**src/hw/rtl/fdbds_pkg.sv**
```systemverilog
`timescale 1ns / 1ps
// ----------------------------------------------------------------------------
// fdbds_pkg: shared types and constants of the display scanner
// Register indexes, item kinds, configuration and result records, and the
// fixed-point reciprocals used to split a number into decimal digits.
// ----------------------------------------------------------------------------
package fdbds_pkg;

   localparam int unsigned NumWidth   = 16;
   localparam int unsigned CountWidth = 16;
   localparam int unsigned DigitWidth = 4;
   localparam int unsigned NumDigits  = 4;
   localparam int unsigned PosWidth   = 2;
   localparam int unsigned ProdWidth  = 30;

   // Largest number that fits on four digits.
   localparam logic [NumWidth-1:0] MaxShown = 16'd9999;

   // Reciprocals of 10, 100 and 1000; exact for every value up to 9999.
   localparam logic [13:0] Recip10   = 14'd6554;
   localparam logic [13:0] Recip100  = 14'd5243;
   localparam logic [13:0] Recip1000 = 14'd8389;

   // Register indexes on the configuration port.
   typedef enum logic [1:0] {
      CSR_COMMON_ANODE    = 2'd0,
      CSR_DWELL_TICKS     = 2'd1,
      CSR_FRAMES_PER_LOAD = 2'd2
   } csr_index_type;

   // Kind of an input item.
   typedef enum logic {
      ACT_LOAD = 1'b0,
      ACT_TICK = 1'b1
   } action_type;

   typedef logic [NumDigits-1:0][DigitWidth-1:0] digits_type;

   typedef struct packed {
      logic                  common_anode;
      logic [CountWidth-1:0] dwell_ticks;
      logic [CountWidth-1:0] frames_per_load;
   } cfg_type;

   typedef struct packed {
      logic                  status;
      logic [DigitWidth-1:0] bcd_code;
      logic [NumDigits-1:0]  common_levels;
      logic                  showing;
   } result_type;

endpackage

```
**src/hw/rtl/fdbds_digit_split.sv**
```systemverilog
`timescale 1ns / 1ps
// ----------------------------------------------------------------------------
// fdbds_digit_split: binary to four decimal digits
// Splits a number of at most 9999 into units, tens, hundreds and thousands
// with three parallel reciprocal multiplications, and flags larger numbers.
// ----------------------------------------------------------------------------
module fdbds_digit_split
   import fdbds_pkg::*;
(
   input  logic [NumWidth-1:0] number_i,
   output digits_type          digits_o,
   output logic                out_of_range_o
);

   logic [ProdWidth-1:0] prod10;
   logic [ProdWidth-1:0] prod100;
   logic [ProdWidth-1:0] prod1000;
   logic [9:0]           q10;
   logic [6:0]           q100;
   logic [3:0]           q1000;
   logic [NumWidth-1:0]  rem10;
   logic [NumWidth-1:0]  rem100;
   logic [NumWidth-1:0]  rem1000;

   // Quotients by 10, 100 and 1000, taken side by side.
   always_comb begin
      prod10   = ProdWidth'(number_i) * ProdWidth'(Recip10);
      prod100  = ProdWidth'(number_i) * ProdWidth'(Recip100);
      prod1000 = ProdWidth'(number_i) * ProdWidth'(Recip1000);
      q10      = prod10[25:16];
      q100     = prod100[25:19];
      q1000    = prod1000[26:23];
   end

   // Each lower digit is a quotient less ten times the next quotient; the thousands digit is the last quotient.
   always_comb begin
      rem10   = number_i - ((NumWidth'(q10) << 3) + (NumWidth'(q10) << 1));
      rem100  = NumWidth'(q10) - ((NumWidth'(q100) << 3) + (NumWidth'(q100) << 1));
      rem1000 = NumWidth'(q100) - ((NumWidth'(q1000) << 3) + (NumWidth'(q1000) << 1));
      digits_o[0]    = rem10[DigitWidth-1:0];
      digits_o[1]    = rem100[DigitWidth-1:0];
      digits_o[2]    = rem1000[DigitWidth-1:0];
      digits_o[3]    = q1000;
      out_of_range_o = (number_i > MaxShown);
   end

endmodule

```
**src/hw/rtl/fdbds_scan_state.sv**
```systemverilog
`timescale 1ns / 1ps
// ----------------------------------------------------------------------------
// fdbds_scan_state: digit store, scan position, dwell and frame counters
// Applies one load or tick transaction to the scan state and forms the
// result from the state that follows it.
// ----------------------------------------------------------------------------
module fdbds_scan_state
   import fdbds_pkg::*;
(
   input  logic       clock,
   input  logic       reset,
   input  logic       step_i,
   input  action_type action_i,
   input  digits_type digits_i,
   input  logic       out_of_range_i,
   input  cfg_type    cfg_i,
   output result_type result_o
);

   digits_type            digit_store_ff, digit_store_in;
   logic [PosWidth-1:0]   scan_position_ff, scan_position_in;
   logic [CountWidth-1:0] dwell_count_ff, dwell_count_in;
   logic [CountWidth-1:0] frames_left_ff, frames_left_in;

   logic [CountWidth-1:0] limit;
   logic [CountWidth-1:0] count_inc;
   logic [NumDigits-1:0]  active;
   logic                  status;

   // Next state for one transaction.
   always_comb begin
      digit_store_in   = digit_store_ff;
      scan_position_in = scan_position_ff;
      dwell_count_in   = dwell_count_ff;
      frames_left_in   = frames_left_ff;
      status           = 1'b0;
      limit            = (cfg_i.dwell_ticks == '0) ? CountWidth'(1) : cfg_i.dwell_ticks;
      count_inc        = dwell_count_ff + CountWidth'(1);
      case (action_i)
         ACT_LOAD: begin
            if (out_of_range_i) begin
               status         = 1'b1;
               frames_left_in = '0;
            end else begin
               digit_store_in   = digits_i;
               scan_position_in = '0;
               dwell_count_in   = '0;
               frames_left_in   = cfg_i.frames_per_load;
            end
         end
         ACT_TICK: begin
            if (frames_left_ff != '0) begin
               if (count_inc >= limit) begin
                  dwell_count_in   = '0;
                  scan_position_in = scan_position_ff + PosWidth'(1);
                  if (scan_position_ff == PosWidth'(NumDigits - 1)) begin
                     frames_left_in = frames_left_ff - CountWidth'(1);
                  end
               end else begin
                  dwell_count_in = count_inc;
               end
            end
         end
         default: begin
            status = 1'b0;
         end
      endcase
   end

   // Result seen from the state after the transaction.
   always_comb begin
      result_o.status   = status;
      result_o.showing  = (frames_left_in != '0);
      active            = '0;
      result_o.bcd_code = '0;
      if (result_o.showing) begin
         active[scan_position_in] = 1'b1;
         result_o.bcd_code        = digit_store_in[scan_position_in];
      end
      result_o.common_levels = cfg_i.common_anode ? ~active : active;
   end

   // State registers; they move only when a transaction is applied.
   always_ff @(posedge clock) begin
      if (reset) begin
         digit_store_ff   <= '0;
         scan_position_ff <= '0;
         dwell_count_ff   <= '0;
         frames_left_ff   <= '0;
      end else if (step_i) begin
         digit_store_ff   <= digit_store_in;
         scan_position_ff <= scan_position_in;
         dwell_count_ff   <= dwell_count_in;
         frames_left_ff   <= frames_left_in;
      end
   end

   // A tick never adds frames.
   assert property (@(posedge clock) disable iff (reset)
      (step_i && action_i == ACT_TICK) |=> (frames_left_ff <= $past(frames_left_ff)))
      else $error("frames_left grew on a tick");

   // Scan state holds between transactions.
   assert property (@(posedge clock) disable iff (reset)
      !step_i |=> ($stable(scan_position_ff) && $stable(dwell_count_ff)))
      else $error("scan state moved without a transaction");

   // A load in range restarts the scan at the units digit.
   assert property (@(posedge clock) disable iff (reset)
      (step_i && action_i == ACT_LOAD && !out_of_range_i)
      |=> (scan_position_ff == '0 && dwell_count_ff == '0))
      else $error("accepted load did not restart the scan");

endmodule

```
**src/hw/rtl/four_digit_bcd_display_scanner.sv**
```systemverilog
`timescale 1ns / 1ps
// ----------------------------------------------------------------------------
// four_digit_bcd_display_scanner: multiplexed four-digit display driver
// Loads a number, splits it into BCD digits and scans them onto four
// commons under a tick-driven dwell counter for a set number of frames.
// ----------------------------------------------------------------------------
// Usage:
// Each req transaction is a load (req_tuser 0, number in req_tdata) or a
// time tick (req_tuser 1). Every transaction yields exactly one rsp
// transaction carrying the display levels after it: the BCD code for the
// external decoder, the four common pin levels with polarity applied, a
// showing flag, and in rsp_tuser an out-of-range flag for loads above 9999.
// The csr port writes common polarity, dwell ticks and frames per load; the
// user must write it only while no transaction is in flight; the block
// does not enforce this. Each transaction passes one input register and
// one result register around a single pass of logic (three parallel
// reciprocal multiplies feed the digit split). Throughput: one
// transaction per cycle while rsp_tready stays high. The input register is
// refilled while a result waits, so a stalled rsp side holds at most two
// transactions before req_tready drops; nothing is lost or repeated.
// Reset clears the digits, blanks the display, and restores the register
// defaults: common cathode, dwell of one tick and fifty frames per load.
// ----------------------------------------------------------------------------
module four_digit_bcd_display_scanner
   import fdbds_pkg::*;
(
   input  logic                  clock,
   input  logic                  reset,
   // Request channel.
   input  logic                  req_tvalid,
   output logic                  req_tready,
   input  logic [NumWidth-1:0]   req_tdata,   // [15:0] number
   input  logic                  req_tuser,   // [0] action
   // Result channel.
   output logic                  rsp_tvalid,
   input  logic                  rsp_tready,
   output logic [15:0]           rsp_tdata,   // [3:0] bcd_code, [7:4] common_levels,
                                              // [8] showing, [15:9] zero
   output logic                  rsp_tuser,   // [0] status
   // Configuration write port.
   input  logic                  csr_we,
   input  logic [1:0]            csr_index,
   input  logic [CountWidth-1:0] csr_wdata
);

   cfg_type               cfg_ff;
   logic                  in_valid_ff, in_valid_in;
   action_type            in_action_ff;
   logic [NumWidth-1:0]   in_number_ff;
   logic                  rsp_valid_ff, rsp_valid_in;
   result_type            rsp_result_ff;
   result_type            result;
   digits_type            digits;
   logic                  out_of_range;
   logic                  req_accept;
   logic                  advance;

   // Configuration registers.
   always_ff @(posedge clock) begin
      if (reset) begin
         cfg_ff.common_anode    <= 1'b0;
         cfg_ff.dwell_ticks     <= CountWidth'(1);
         cfg_ff.frames_per_load <= CountWidth'(50);
      end else if (csr_we) begin
         case (csr_index_type'(csr_index))
            CSR_COMMON_ANODE:    cfg_ff.common_anode    <= csr_wdata[0];
            CSR_DWELL_TICKS:     cfg_ff.dwell_ticks     <= csr_wdata;
            CSR_FRAMES_PER_LOAD: cfg_ff.frames_per_load <= csr_wdata;
            default:             cfg_ff                 <= cfg_ff;
         endcase
      end
   end

   // Handshake: the input register moves on whenever the result slot frees.
   always_comb begin
      advance      = in_valid_ff && (!rsp_valid_ff || rsp_tready);
      req_tready   = !in_valid_ff || !rsp_valid_ff || rsp_tready;
      req_accept   = req_tvalid && req_tready;
      in_valid_in  = req_accept || (in_valid_ff && !advance);
      rsp_valid_in = advance || (rsp_valid_ff && !rsp_tready);
   end

   always_ff @(posedge clock) begin
      if (reset) begin
         in_valid_ff  <= 1'b0;
         rsp_valid_ff <= 1'b0;
      end else begin
         in_valid_ff  <= in_valid_in;
         rsp_valid_ff <= rsp_valid_in;
      end
   end

   // Input register payload.
   always_ff @(posedge clock) begin
      if (req_accept) begin
         in_action_ff <= action_type'(req_tuser);
         in_number_ff <= req_tdata;
      end
   end

   fdbds_digit_split u_digit_split (
      .number_i       (in_number_ff),
      .digits_o       (digits),
      .out_of_range_o (out_of_range)
   );

   fdbds_scan_state u_scan_state (
      .clock          (clock),
      .reset          (reset),
      .step_i         (advance),
      .action_i       (in_action_ff),
      .digits_i       (digits),
      .out_of_range_i (out_of_range),
      .cfg_i          (cfg_ff),
      .result_o       (result)
   );

   // Result register payload.
   always_ff @(posedge clock) begin
      if (advance) begin
         rsp_result_ff <= result;
      end
   end

   assign rsp_tvalid = rsp_valid_ff;
   assign rsp_tuser  = rsp_result_ff.status;
   assign rsp_tdata  = {7'd0, rsp_result_ff.showing, rsp_result_ff.common_levels,
                        rsp_result_ff.bcd_code};

   // While showing, exactly one common is active under the set polarity.
   assert property (@(posedge clock) disable iff (reset)
      (rsp_tvalid && rsp_tdata[8])
      |-> $onehot(rsp_tdata[7:4] ^ {NumDigits{cfg_ff.common_anode}}))
      else $error("active common is not one-hot while showing");

   // A blanked display drives every common inactive and a zero code.
   assert property (@(posedge clock) disable iff (reset)
      (rsp_tvalid && !rsp_tdata[8])
      |-> (rsp_tdata[7:4] == {NumDigits{cfg_ff.common_anode}} && rsp_tdata[3:0] == '0))
      else $error("blanked display still drives a digit");

   // An out-of-range load always blanks the display.
   assert property (@(posedge clock) disable iff (reset)
      (rsp_tvalid && rsp_tuser) |-> !rsp_tdata[8])
      else $error("out-of-range load left the display showing");

endmodule
```
**config.mk**
```make
export PLATFORM = sky130hd
export DESIGN_NAME = four_digit_bcd_display_scanner
export DESIGN_NICKNAME = d
export VERILOG_FILES = /design/src/hw/rtl/fdbds_pkg.sv /design/src/hw/rtl/fdbds_digit_split.sv /design/src/hw/rtl/fdbds_scan_state.sv /design/src/hw/rtl/four_digit_bcd_display_scanner.sv
export SDC_FILE = /design/constraint.sdc
export NUM_CORES = 1
export LEC_CHECK = 0
export BUFFER_PORTS_ARGS = -buffer_cell sky130_fd_sc_hd__buf_2
export CORE_MARGIN = 8
export CORE_UTILIZATION = 39
export CTS_CLUSTER_DIAMETER = 40
export DETAILED_ROUTE_END_ITERATION = 16
export HOLD_SLACK_MARGIN = 0.15
export PLACE_DENSITY_LB_ADDON = 0.3
export SKIP_LAST_GASP = 1
export SLEW_MARGIN = 20
export SYNTH_ARGS = -nofsm -noshare
export SYNTH_HDL_FRONTEND = slang
export SYNTH_SLANG_ARGS = --single-unit
export TNS_END_PERCENT = 100
```
**constraint.sdc**
```tcl
create_clock -name clock -period 7.2 [get_ports clock]
set_input_delay 0.72 -clock clock [delete_from_list [all_inputs] [get_ports clock]]
set_output_delay 0.72 -clock clock [all_outputs]
set_load 0.03 [all_outputs]
```
* Word-level counts from Yosys, hierarchy flattened
Index checks and enable logic that the tools add are counted.
** Operators by class
- Bitwise operators :: 2
- Eq/ne operators :: 5
- $mul :: 3
- Multiplexer cells :: 23
- Reductions and logical operators :: 22
- Add/subtract/negate cells :: 9
- Order comparisons :: 4
** Operators by type and width (number)
- $mux 16 :: 10
- $pmux 16 s2 :: 2
- $reduce_bool 16->1 :: 2
- $mul 16x14->27 const B :: 1
- $mul 16x13->23 const B :: 1
- $mul 16x12->19 const B :: 1
- $add 16x1->16 const B :: 1
- $ge 16x16->1 :: 1
- $gt 16x14->1 const B :: 1
- $logic_not 16->1 :: 1
- $sub 16x1->16 const B :: 1
- $add 4x4->4 :: 3
- $mux 4 :: 3
- $sub 4x4->4 :: 3
- $bmux 4 s2 :: 1
- $mux 2 :: 3
- $reduce_and 2->1 :: 3
- $logic_and 1x1->1 :: 5
- $logic_or 1x1->1 :: 5
- $eq 2x2->1 const B :: 2
- $logic_not 1->1 :: 4
- $not 4->4 :: 1
- $pmux 2 s2 :: 1
- $lt 2x3->1 const B :: 1
- other kinds (10) :: 11
** Storage, ports and cells
- Bits in registers :: 112
- Output and inout bits :: 19
- Word-level logic and storage cells :: 86

* Longest topological paths before layout
Gate-level depths: netlist of the first run.
- Depth in word-level cells :: 13
- Gate-level depth with buffers :: 27

* Cells and area by module
A second synthesis of the first run with hierarchy kept.
** Second synthesis, totals
- Cell total of the unflattened synthesis :: 1567
- Area, all modules :: 14405.1 µm²
** Modules (own cells, without submodules)
- fdbds_digit_split :: sequential area each 0.0 µm², area each 8180.3 µm², instances 1, cells an instance 871
- fdbds_scan_state :: sequential area each 1001.0 µm², area each 3871.2 µm², instances 1, cells an instance 518
- four_digit_bcd_display_scanner :: sequential area each 1511.4 µm², area each 2353.5 µm², instances 1, cells an instance 178

* Worst setup path before layout of the first run
OpenSTA, ideal clock, no wires.
- Kind :: register to register
- Start point :: reg in_number_ff[13]
- End point :: reg u_scan_state.digit_store_ff[7] (netlist bit)
- Buffers on the path :: 0
- Clock period less this slack :: 6035 ps
- Slack :: 1165 ps
- Stages on the path, launching flop included :: 24
- Arrival time :: 5949 ps
- Cells stage by stage :: edfxtp_1 > inv_1 > fa_1 > inv_1 > ha_1 > fa_1 > fa_1 > inv_1 > fa_1 > inv_1 > ha_1 > nand4_1 > nor2_1 > a221o_1 > or3_1 > o211ai_1 > inv_1 > ha_1 > xnor2_1 > xnor2_1 > xnor2_1 > xnor3_1 > xnor2_1 > a211oi_1
** On the way
- Cells in the longest elaborated chain, start to end :: 5
- Elaborated cells on any way between the ends :: 7
** RTL lines
- from (decl) :: RTL line four_digit_bcd_display_scanner.sv:49 : logic [NumWidth-1:0] in_number_ff;
- from (signal assigned) :: RTL line four_digit_bcd_display_scanner.sv:97 : in_number_ff <= req_tdata;
- $mul 16x13->23 :: RTL line fdbds_digit_split.sv:28 : prod100 = ProdWidth'(number_i) * ProdWidth'(Recip100);
- $add 4x4->4 :: RTL line fdbds_digit_split.sv:38 : rem100 = NumWidth'(q10) - ((NumWidth'(q100) << 3) + (NumWidth'(q100) << 1));
- $sub 4x4->4 :: RTL line fdbds_digit_split.sv:38
- $mux 16 * :: RTL line fdbds_scan_state.sv:41 : if (out_of_range_i) begin
- $mux 16 * :: RTL line fdbds_scan_state.sv:39 : case (action_i)
- to (signal assigned) :: RTL line fdbds_scan_state.sv:91 : digit_store_ff <= digit_store_in;
- to (decl) :: RTL line fdbds_scan_state.sv:20 : digits_type digit_store_ff, digit_store_in;
Mark *: on every way between the ends. The rest lies on a longest branch, timed or not.
A chain may end at the register's enable or synchronous reset.

* Worst setup path in the final report of the first run
- Start point :: reg in_number_ff[5]
- End point :: reg rsp_result_ff (netlist bit rsp_tdata[3]) (data pin)
** On the way
- Cells in the longest elaborated chain, start to end :: 7
- Elaborated cells on any way between the ends :: 19
** RTL lines
- $mul 16x12->19, or another cell as far along :: RTL line fdbds_digit_split.sv:27 : prod10 = ProdWidth'(number_i) * ProdWidth'(Recip10);
- $add 4x4->4 (on tied branches) :: RTL line fdbds_digit_split.sv:37, fdbds_digit_split.sv:38, fdbds_digit_split.sv:39
- $sub 4x4->4 (on tied branches) :: RTL line fdbds_digit_split.sv:37, fdbds_digit_split.sv:38, fdbds_digit_split.sv:39
- $mux 16 :: RTL line fdbds_scan_state.sv:41
- $mux 16 :: RTL line fdbds_scan_state.sv:39
- $bmux 4 s2 :: RTL line fdbds_scan_state.sv:78 : result_o.bcd_code = digit_store_in[scan_position_in];
- $mux 4 (not written as such) :: RTL line fdbds_scan_state.sv:78
- to (signal assigned) :: RTL line four_digit_bcd_display_scanner.sv:121 : rsp_result_ff <= result;
- to (decl) :: RTL line four_digit_bcd_display_scanner.sv:51 : result_type rsp_result_ff;
Parallel ways exist; a longest one is shown, timed or not. The select of a mux whose other input is x is not followed.

==> results of run 1 <==
power breakdown:
group	switching [W]	internal, W
registers	0.0000387	0.000678
clock network	0.000258	0.000263
logic	0.00223	0.00172
total	0.00253	0.00266
final timing paths:
check | startpoint | end | slack (ps) | depth (start not counted)
setup / recovery | in_number_ff[5] | rsp_tdata[3] | 470 | 23
hold / removal | u_scan_state.digit_store_ff[6] | u_scan_state.digit_store_ff[6] | 460 | 2
setup reg to reg | in_number_ff[5] | rsp_tdata[3] | 470 | 23
hold reg to reg | u_scan_state.digit_store_ff[6] | u_scan_state.digit_store_ff[6] | 460 | 2
registers in the layout, indices dropped and copies added, names as in the netlist, 2 cells and up:
name / flops
u_scan_state.dwell_count_ff: 16
in_number_ff: 16
u_scan_state.frames_left_ff: 16
rsp_tdata: 9
cfg_ff: 33
u_scan_state.scan_position_ff: 2
u_scan_state.digit_store_ff: 16
worst max-delay path: stages, from the launching register on:
cell and delay [ps]:
edfxtp_1 760, inv_1 350, ha_1 460, ha_1 320
inv_1 50, fa_1 530, inv_1 60, fa_1 530
inv_1 50, fa_1 530, inv_1 40, ha_1 290
a211o_1 270, a211oi_1 210, a21oi_1 190, nor2_1 170
xor2_1 270, inv_1 80, ha_1 310, a221o_1 340
xnor2_1 180, xor2_1 230, o21ai_0 110, a32oi_1 230
per-layer routing:
metal  wire [microns]  track usage [%]
met5                0                0
met4              534            3.523
met3             1238            1.889
met2            16610            27.99
met1            16950            24.08
kinds of logic after synthesis:
| kind of cell | after synthesis | share of synthesized area (%) |
|---|---|---|
| buffers and inverters | 378 | 10.39 |
| and+or+nand+nor | 370 | 12.74 |
| other | 1 | 0.02683 |
| adders and majority gates | 388 | 42.58 |
| muxes | 9 | 0.6894 |
| xor gates and xnor gates | 51 | 3.295 |
| DFF | 112 | 17.98 |
| AOI/OAI and AO/OA | 264 | 12.30 |
through the flow:
step | util (%) | std cells
2_1_floorplan | - | 1579
3_3_place_gp | 41.63 | 2060
3_5_place_dp | 41.63 | 2060
4_1_cts | 42.49 | 2076
5_1_grt | 42.59 | 2079
6_report | 42.59 | 2079
area by class of cell:
type                            count  area (sq um)  share of cell area (%)
Tap cell                          461         576.8                   3.826
Multi-Input combinational cell   1089         10040                   66.56
Timing Repair Buffer               69         402.9                   2.672
Sequential cell                   112          2512                   16.66
Clock buffer                       11         254.0                   1.685
Inverter                          332          1246                   8.266
Clock inverter                      5         48.80                  0.3237
what timing repair did:
action / in CTS / in global routing
buffers inserted: 0 / 3
setup endpoints to repair: 0 / 2
resized for setup: 0 / 0
cells in the final DEF (no fill, tap or decap), types with 4 or more instances in the layout:
master / n
mux2i_1: 4
conb_1: 7
a22oi_1: 10
edfxtp_1: 27
and3_1: 11
o211a_1: 5
fa_1: 146
o21ai_1: 4
o21a_1: 10
o31ai_1: 5
a21o_1: 12
a31oi_1: 7
clkbuf_16: 10
nor3b_1: 12
xnor2_1: 32
mux2_2: 5
dfxtp_1: 85
a21oi_1: 97
nand4_1: 15
nor3_1: 19
a211oi_1: 31
nor4_1: 14
inv_1: 331
o211ai_1: 9
nand3_1: 21
or3_1: 4
nand2_1: 133
o21ai_0: 34
nor2_1: 93
xor2_1: 18
buf_4: 17
or2_2: 4
ha_1: 242
nand3b_1: 10
buf_2: 51
and2_1: 7
nor2b_1: 5
synthesized netlist by cell type, drive strengths merged, types with 16 or more instances:
library cell and n:
inv 331, ha 242, fa 146, nand2 133, a21oi 97, nor2 94
dfxtp 85, o21ai 38, clkbuf 35, xnor2 32, a211oi 31, edfxtp 27
nand3 21, nor3 21, xor2 18, nor4 16
==> metrics.md, run 1 <==
| Metric | Value |
|---|---|
| Post-synth EDFFs | `27` |
| Required time worst endpoint | `approximately 7400 ps` |
| CORE AREA | `roughly 0.035 sq mm` |
| Syn Std Cell Area | `approximately 0.014 sq mm` |
| Lkg Pwr | `7.318 nW` |
| Cell count after synthesis | `approximately 1600` |
| Share of post-route cells with drive strength above 1 | `between 6 and 7%` |
| Final Hold Fails | `0` |
| Vias per inst | `approximately 5.2` |
| DIE AREA | `0.04215 sq mm` |
| Wirelength per Cell | `16.99 microns` |
| Synth Register Bits | `roughly 110` |
| Final period utilization | `93.53%` |
| Num rows | `69` |
| Syn-to-layout area delta | `7.888%` |
| Fin. max-slew vios | `0` |
| CTS clk-pin slew, worst paths | `approximately 80 ps` |
| Worst hold margin | `about 460 ps` |
| Final Cell Area | `between 0.015 and 0.02 sq mm` |
| Critical Path Fanout Max | `11` |
| Fmax | `around 0.15 GHz` |
| Number of global-route vias before repair | `about 11000` |
| Critical Path AT | `approximately 6900 ps` |
| Vias | `between 10000 and 15000` |
| RSZ-0062 raised after global routing | `no` |
| Dpl cell area | `between 0.01 and 0.015 sq mm` |
| Synth Flop Type | `dfxtp_1` |
| Total grt overflow | `0` |
| Setup crit end kind | `flip-flop` |
| Die height | `205.3 microns` |
| First-pass GRT wire length | `about 58000 microns` |
| Slew headroom | `about 28%` |
| Register area share after synthesis | `~18%` |
| Crit path kind | `reg -> reg` |
| Total CTS buffers | `9` |
| Routability cong. | `about 0.89` |
| HPWL Detailed | `29330 microns` |
| Worst Setup Start Kind | `flip-flop` |
| Synth top area cells | `ha_1 (22%), fa_1 (21%), dfxtp_1 (12%)` |
| NumNets Final | `~2000` |
| Max Cap Viol | `0` |
| H-tree levels | `3` |
| Minimum clock period | `6734 ps` |
| Async set-reset flop share out of synthesis | `0%` |
| Worst-case clock buffer depth | `2` |
| Yosys warnings | `0` |
| Largest net degree at the start of global routing | `a little under 90` |
| Remaining antenna violation count after routing | `0` |
| Diodes inserted | `0` |
| Avg Cell Area, Syn | `around 9 sq um` |
| Worst VDD drop | `0.0003453 V` |
| Worst Hold Class | `reg -> reg` |
| Cell accounting for the most synthesized area | `ha_1` |
| Clk sinks | `roughly 110` |
| Hold buffer count at cts | `0` |
| CTS root buf | `clkbuf_16` |
| Clk_skew | `15.62 ps` |
| Clock latency on the worst-skew pair | `around 370 ps` |
| Final Power | `just over 0.005 W` |
| Slew @ Worst Pin | `between 1000 and 1500 ps` |
| Starting Density | `roughly two fifths` |
| DP Worst Slack | `452.2 ps` |
| Final worst slack | `~470 ps` |
| Tot GR Track Use | `around 17%` |
| Routed Wire Length | `35330 microns` |
| Initial antenna violation count | `0` |
| Boundary pin count | `a little under 60` |
| Synth cell types | `72` |
| Synth top area share | `between 20% and 30%` |
| Cell Pwr Density | `around 340 mW/mm^2` |
| CTS tree | `done` |
| Final TNS setup | `0 ps` |
| Port Buffers | `between 50 and 60` |
| Status | `finished clean` |
| Final setup viols | `0` |
| Drt first pass iters | `5` |
| Filler cells | `between 3000 and 4000` |
| Initial DRC Count | `slightly below 600` |
| Residual DRC count | `0` |
| Die Wd | `205.3 microns` |
Note: power is estimated with default switching activity, not from simulation.
==> run 2: changes to the inputs <==
--- a/config.mk
+++ b/config.mk
@@ -6,6 +6,7 @@
 export NUM_CORES = 1
 export LEC_CHECK = 0
 export BUFFER_PORTS_ARGS = -buffer_cell sky130_fd_sc_hd__buf_2
+export CORE_ASPECT_RATIO = 1.1
 export CORE_MARGIN = 8
 export CORE_UTILIZATION = 39
 export CTS_CLUSTER_DIAMETER = 40
==> metrics.md, run 2 (synthesized netlist as in run 1, its figures left out) <==
| Metric | Value |
|---|---|
| Status | `finished clean (unchanged)` |
| Hold Crit Depth | `2 (unchanged)` |
| Final Hold Fails | `0 (unchanged)` |
| NumNets Final | `2045 (was 2041)` |
| HPWL Detailed | `29450 microns (was 29330 microns)` |
| Initial antenna violation count | `1 (was 0)` |
| Reg area | `0.002512 sq mm (unchanged)` |
| Initial DRC Count | `530 (was 590)` |
| Filler cells | `3536 (was 3552)` |
| Max Cap Viol | `0 (unchanged)` |
| Port Buffers | `51 (unchanged)` |
| Worst Setup Start Kind | `flip-flop (unchanged)` |
| R2r endpoint | `rsp_tdata[3] (unchanged)` |
| Vias per inst | `5.152 (was 5.166)` |
| Fin. max-slew vios | `0 (unchanged)` |
| Flip-flop count of the largest register after layout | `33 (unchanged)` |
| Slew headroom | `34.58% (was 27.74%)` |
| CTS tree | `done (unchanged)` |
| Fmax | `0.1539 GHz (was 0.1485 GHz)` |
| Total grt overflow | `0 (unchanged)` |
| Slew @ Worst Pin | `977.7 ps (was 1080 ps)` |
| Crit path kind | `reg -> reg (unchanged)` |
| Residual DRC count | `0 (unchanged)` |
| Most frequent cells in the layout | `inv_1 (331), ha_1 (242), fa_1 (146) (unchanged)` |
| Minimum clock period | `6498 ps (was 6734 ps)` |
| Drt first pass iters | `5 (unchanged)` |
| Worst Hold Class | `reg -> reg (unchanged)` |
| Hold Crit Start | `u_scan_state.digit_store_ff[0] (was u_scan_state.digit_store_ff[6])` |
| Clk sinks | `112 (unchanged)` |
| R2R setup slack | `700 ps (was 470 ps)` |
| Hold buffer count at cts | `0 (unchanged)` |
| Hold Path Sink | `u_scan_state.digit_store_ff[0] (was u_scan_state.digit_store_ff[6])` |
| Die Wd | `196.5 microns (was 205.3 microns)` |
| Vias | `10840 (was 10740)` |
| Footprint of the multi-input gates | `0.01004 sq mm (unchanged)` |
| Critical Path Fanout Max | `6 (was 11)` |
| Worst VDD drop | `0.0003473 V (was 0.0003453 V)` |
| Diodes inserted | `0 (unchanged)` |
| Cell count of the worst reg-to-reg path | `23 (unchanged)` |
| Final setup viols | `0 (unchanged)` |
| First-pass GRT wire length | `57710 microns (was 57530 microns)` |
| Worst-case clock buffer depth | `2 (unchanged)` |
| Final TNS setup | `0 ps (unchanged)` |
| Final period utilization | `90.25% (was 93.53%)` |
| Critical Path AT | `6570 ps (was 6940 ps)` |
| Syn-to-layout area delta | `8.479% (was 7.888%)` |
| Number of global-route vias before repair | `11040 (was 10780)` |
| CTS root buf | `clkbuf_16 (unchanged)` |
| Clock latency on the worst-skew pair | `360 ps (was 370 ps)` |
| Wirelength per Cell | `16.92 microns (was 16.99 microns)` |
| Routed Wire Length | `35590 microns (was 35330 microns)` |
| Lkg Pwr | `7.353 nW (was 7.318 nW)` |
| CTS clk-pin slew, worst paths | `80 ps (about the same)` |
| Routability cong. | `0.8913 (was 0.8936)` |
| Total CTS buffers | `9 (unchanged)` |
| CORE AREA | `0.03522 sq mm (was 0.03540 sq mm)` |
| Reg2reg start | `in_number_ff[7] (was in_number_ff[5])` |
| Largest net degree at the start of global routing | `88 (unchanged)` |
| Required time worst endpoint | `7270 ps (was 7410 ps)` |
| Clk_skew | `17.93 ps (was 15.62 ps)` |
| Setup crit end kind | `flip-flop (unchanged)` |
| RSZ-0062 raised after global routing | `no (unchanged)` |
| Most flops, register | `cfg_ff (unchanged)` |
| Remaining antenna violation count after routing | `0 (unchanged)` |
| Cell Pwr Density | `343.7 mW/mm^2 (was 344.0 mW/mm^2)` |
| Share of post-route cells with drive strength above 1 | `6.597% (was 6.366%)` |
| Post-CTS Repair Setup Buffers | `0 (unchanged)` |
| H-tree levels | `3 (unchanged)` |
| Die height | `214.5 microns (was 205.3 microns)` |
| Boundary pin count | `59 (unchanged)` |
| Most common cell after layout, fill and taps aside | `inv_1 (unchanged)` |
| Post-layout util | `43.04% (was 42.59%)` |
| DIE AREA | `0.04215 sq mm (about the same)` |
| Num rows | `72 (was 69)` |
| Post-cts repair resize count | `0 (unchanged)` |
| Starting Density | `39.67% (was 39.48%)` |
| Tot GR Track Use | `17.03% (was 17.09%)` |
-- run 2: cell type report --
class	count	area share (%)
Multi-Input combinational cell	1089	66.20
Sequential cell	112	16.57
Inverter	332	8.221
Tap cell	481	3.970
Timing Repair Buffer	73	2.773
Clock buffer	12	1.841
Clock inverter	4	0.4209
-- run 2: stage by stage --
stage	power (W)	area, sq um	setup slack, ps	hold slack (ps)	cells
floorplan	0.003704	14000	1165	431.9	1579
global placement	0.004554	14810	784.2	442.2	2087
detailed placement	0.004628	14810	680.8	448.4	2087
CTS	0.005238	15160	639.1	459.3	2103
global route	0.005795	15160	371.0	475.0	2103
finish	0.005210	15160	702.2	457.8	2103
-- run 2: metal layers --
metal | track usage, % | up-vias | part of all wire, %
met1 | 22.17 | 5253 | 44
li1 | - | 5288 | -
met4 | 4.779 | 0 | 2.5
met3 | 2.402 | 47 | 4.5
met2 | 28.96 | 247 | 49
met5 | 0 | - | 0
-- run 2: how the worst max path moves through the flow --
stage	start	to	slack, ps	depth (start not counted)
after floorplan	in_number_ff[13]	u_scan_state.digit_store_ff[7]	1170	23
after global placement	in_number_ff[10]	u_scan_state.digit_store_ff[11]	780	23
after detailed placement	in_number_ff[10]	u_scan_state.digit_store_ff[11]	680	23
after CTS	in_number_ff[10]	u_scan_state.digit_store_ff[11]	640	23
after global routing	in_number_ff[15]	u_scan_state.digit_store_ff[11]	370	25
final	in_number_ff[7]	rsp_tdata[3]	700	23
-- run 2: where the power goes --
group	total (W)	switching (W)	leakage, nW	internal (W)
logic	0.00392	0.00220	6.23	0.00172
registers	0.000709	0.0000310	0.952	0.000678
clock network	0.000582	0.000262	0.167	0.000319
total	0.00521	0.00249	7.35	0.00272
-- run 2: critical path, stage by stage (launching register included) --
cell	delay, ps
edfxtp_1	470
inv_1	170
ha_1	370
inv_1	80
fa_1	530
inv_1	60
fa_1	550
inv_1	60
fa_1	500
fa_1	550
inv_1	40
ha_1	280
and4_1	200
o211ai_1	130
a21oi_1	530
nor2_1	140
xor2_1	260
inv_1	70
ha_1	310
a221o_1	340
xnor2_1	130
xor2_1	150
o21ai_0	160
a32oi_1	130
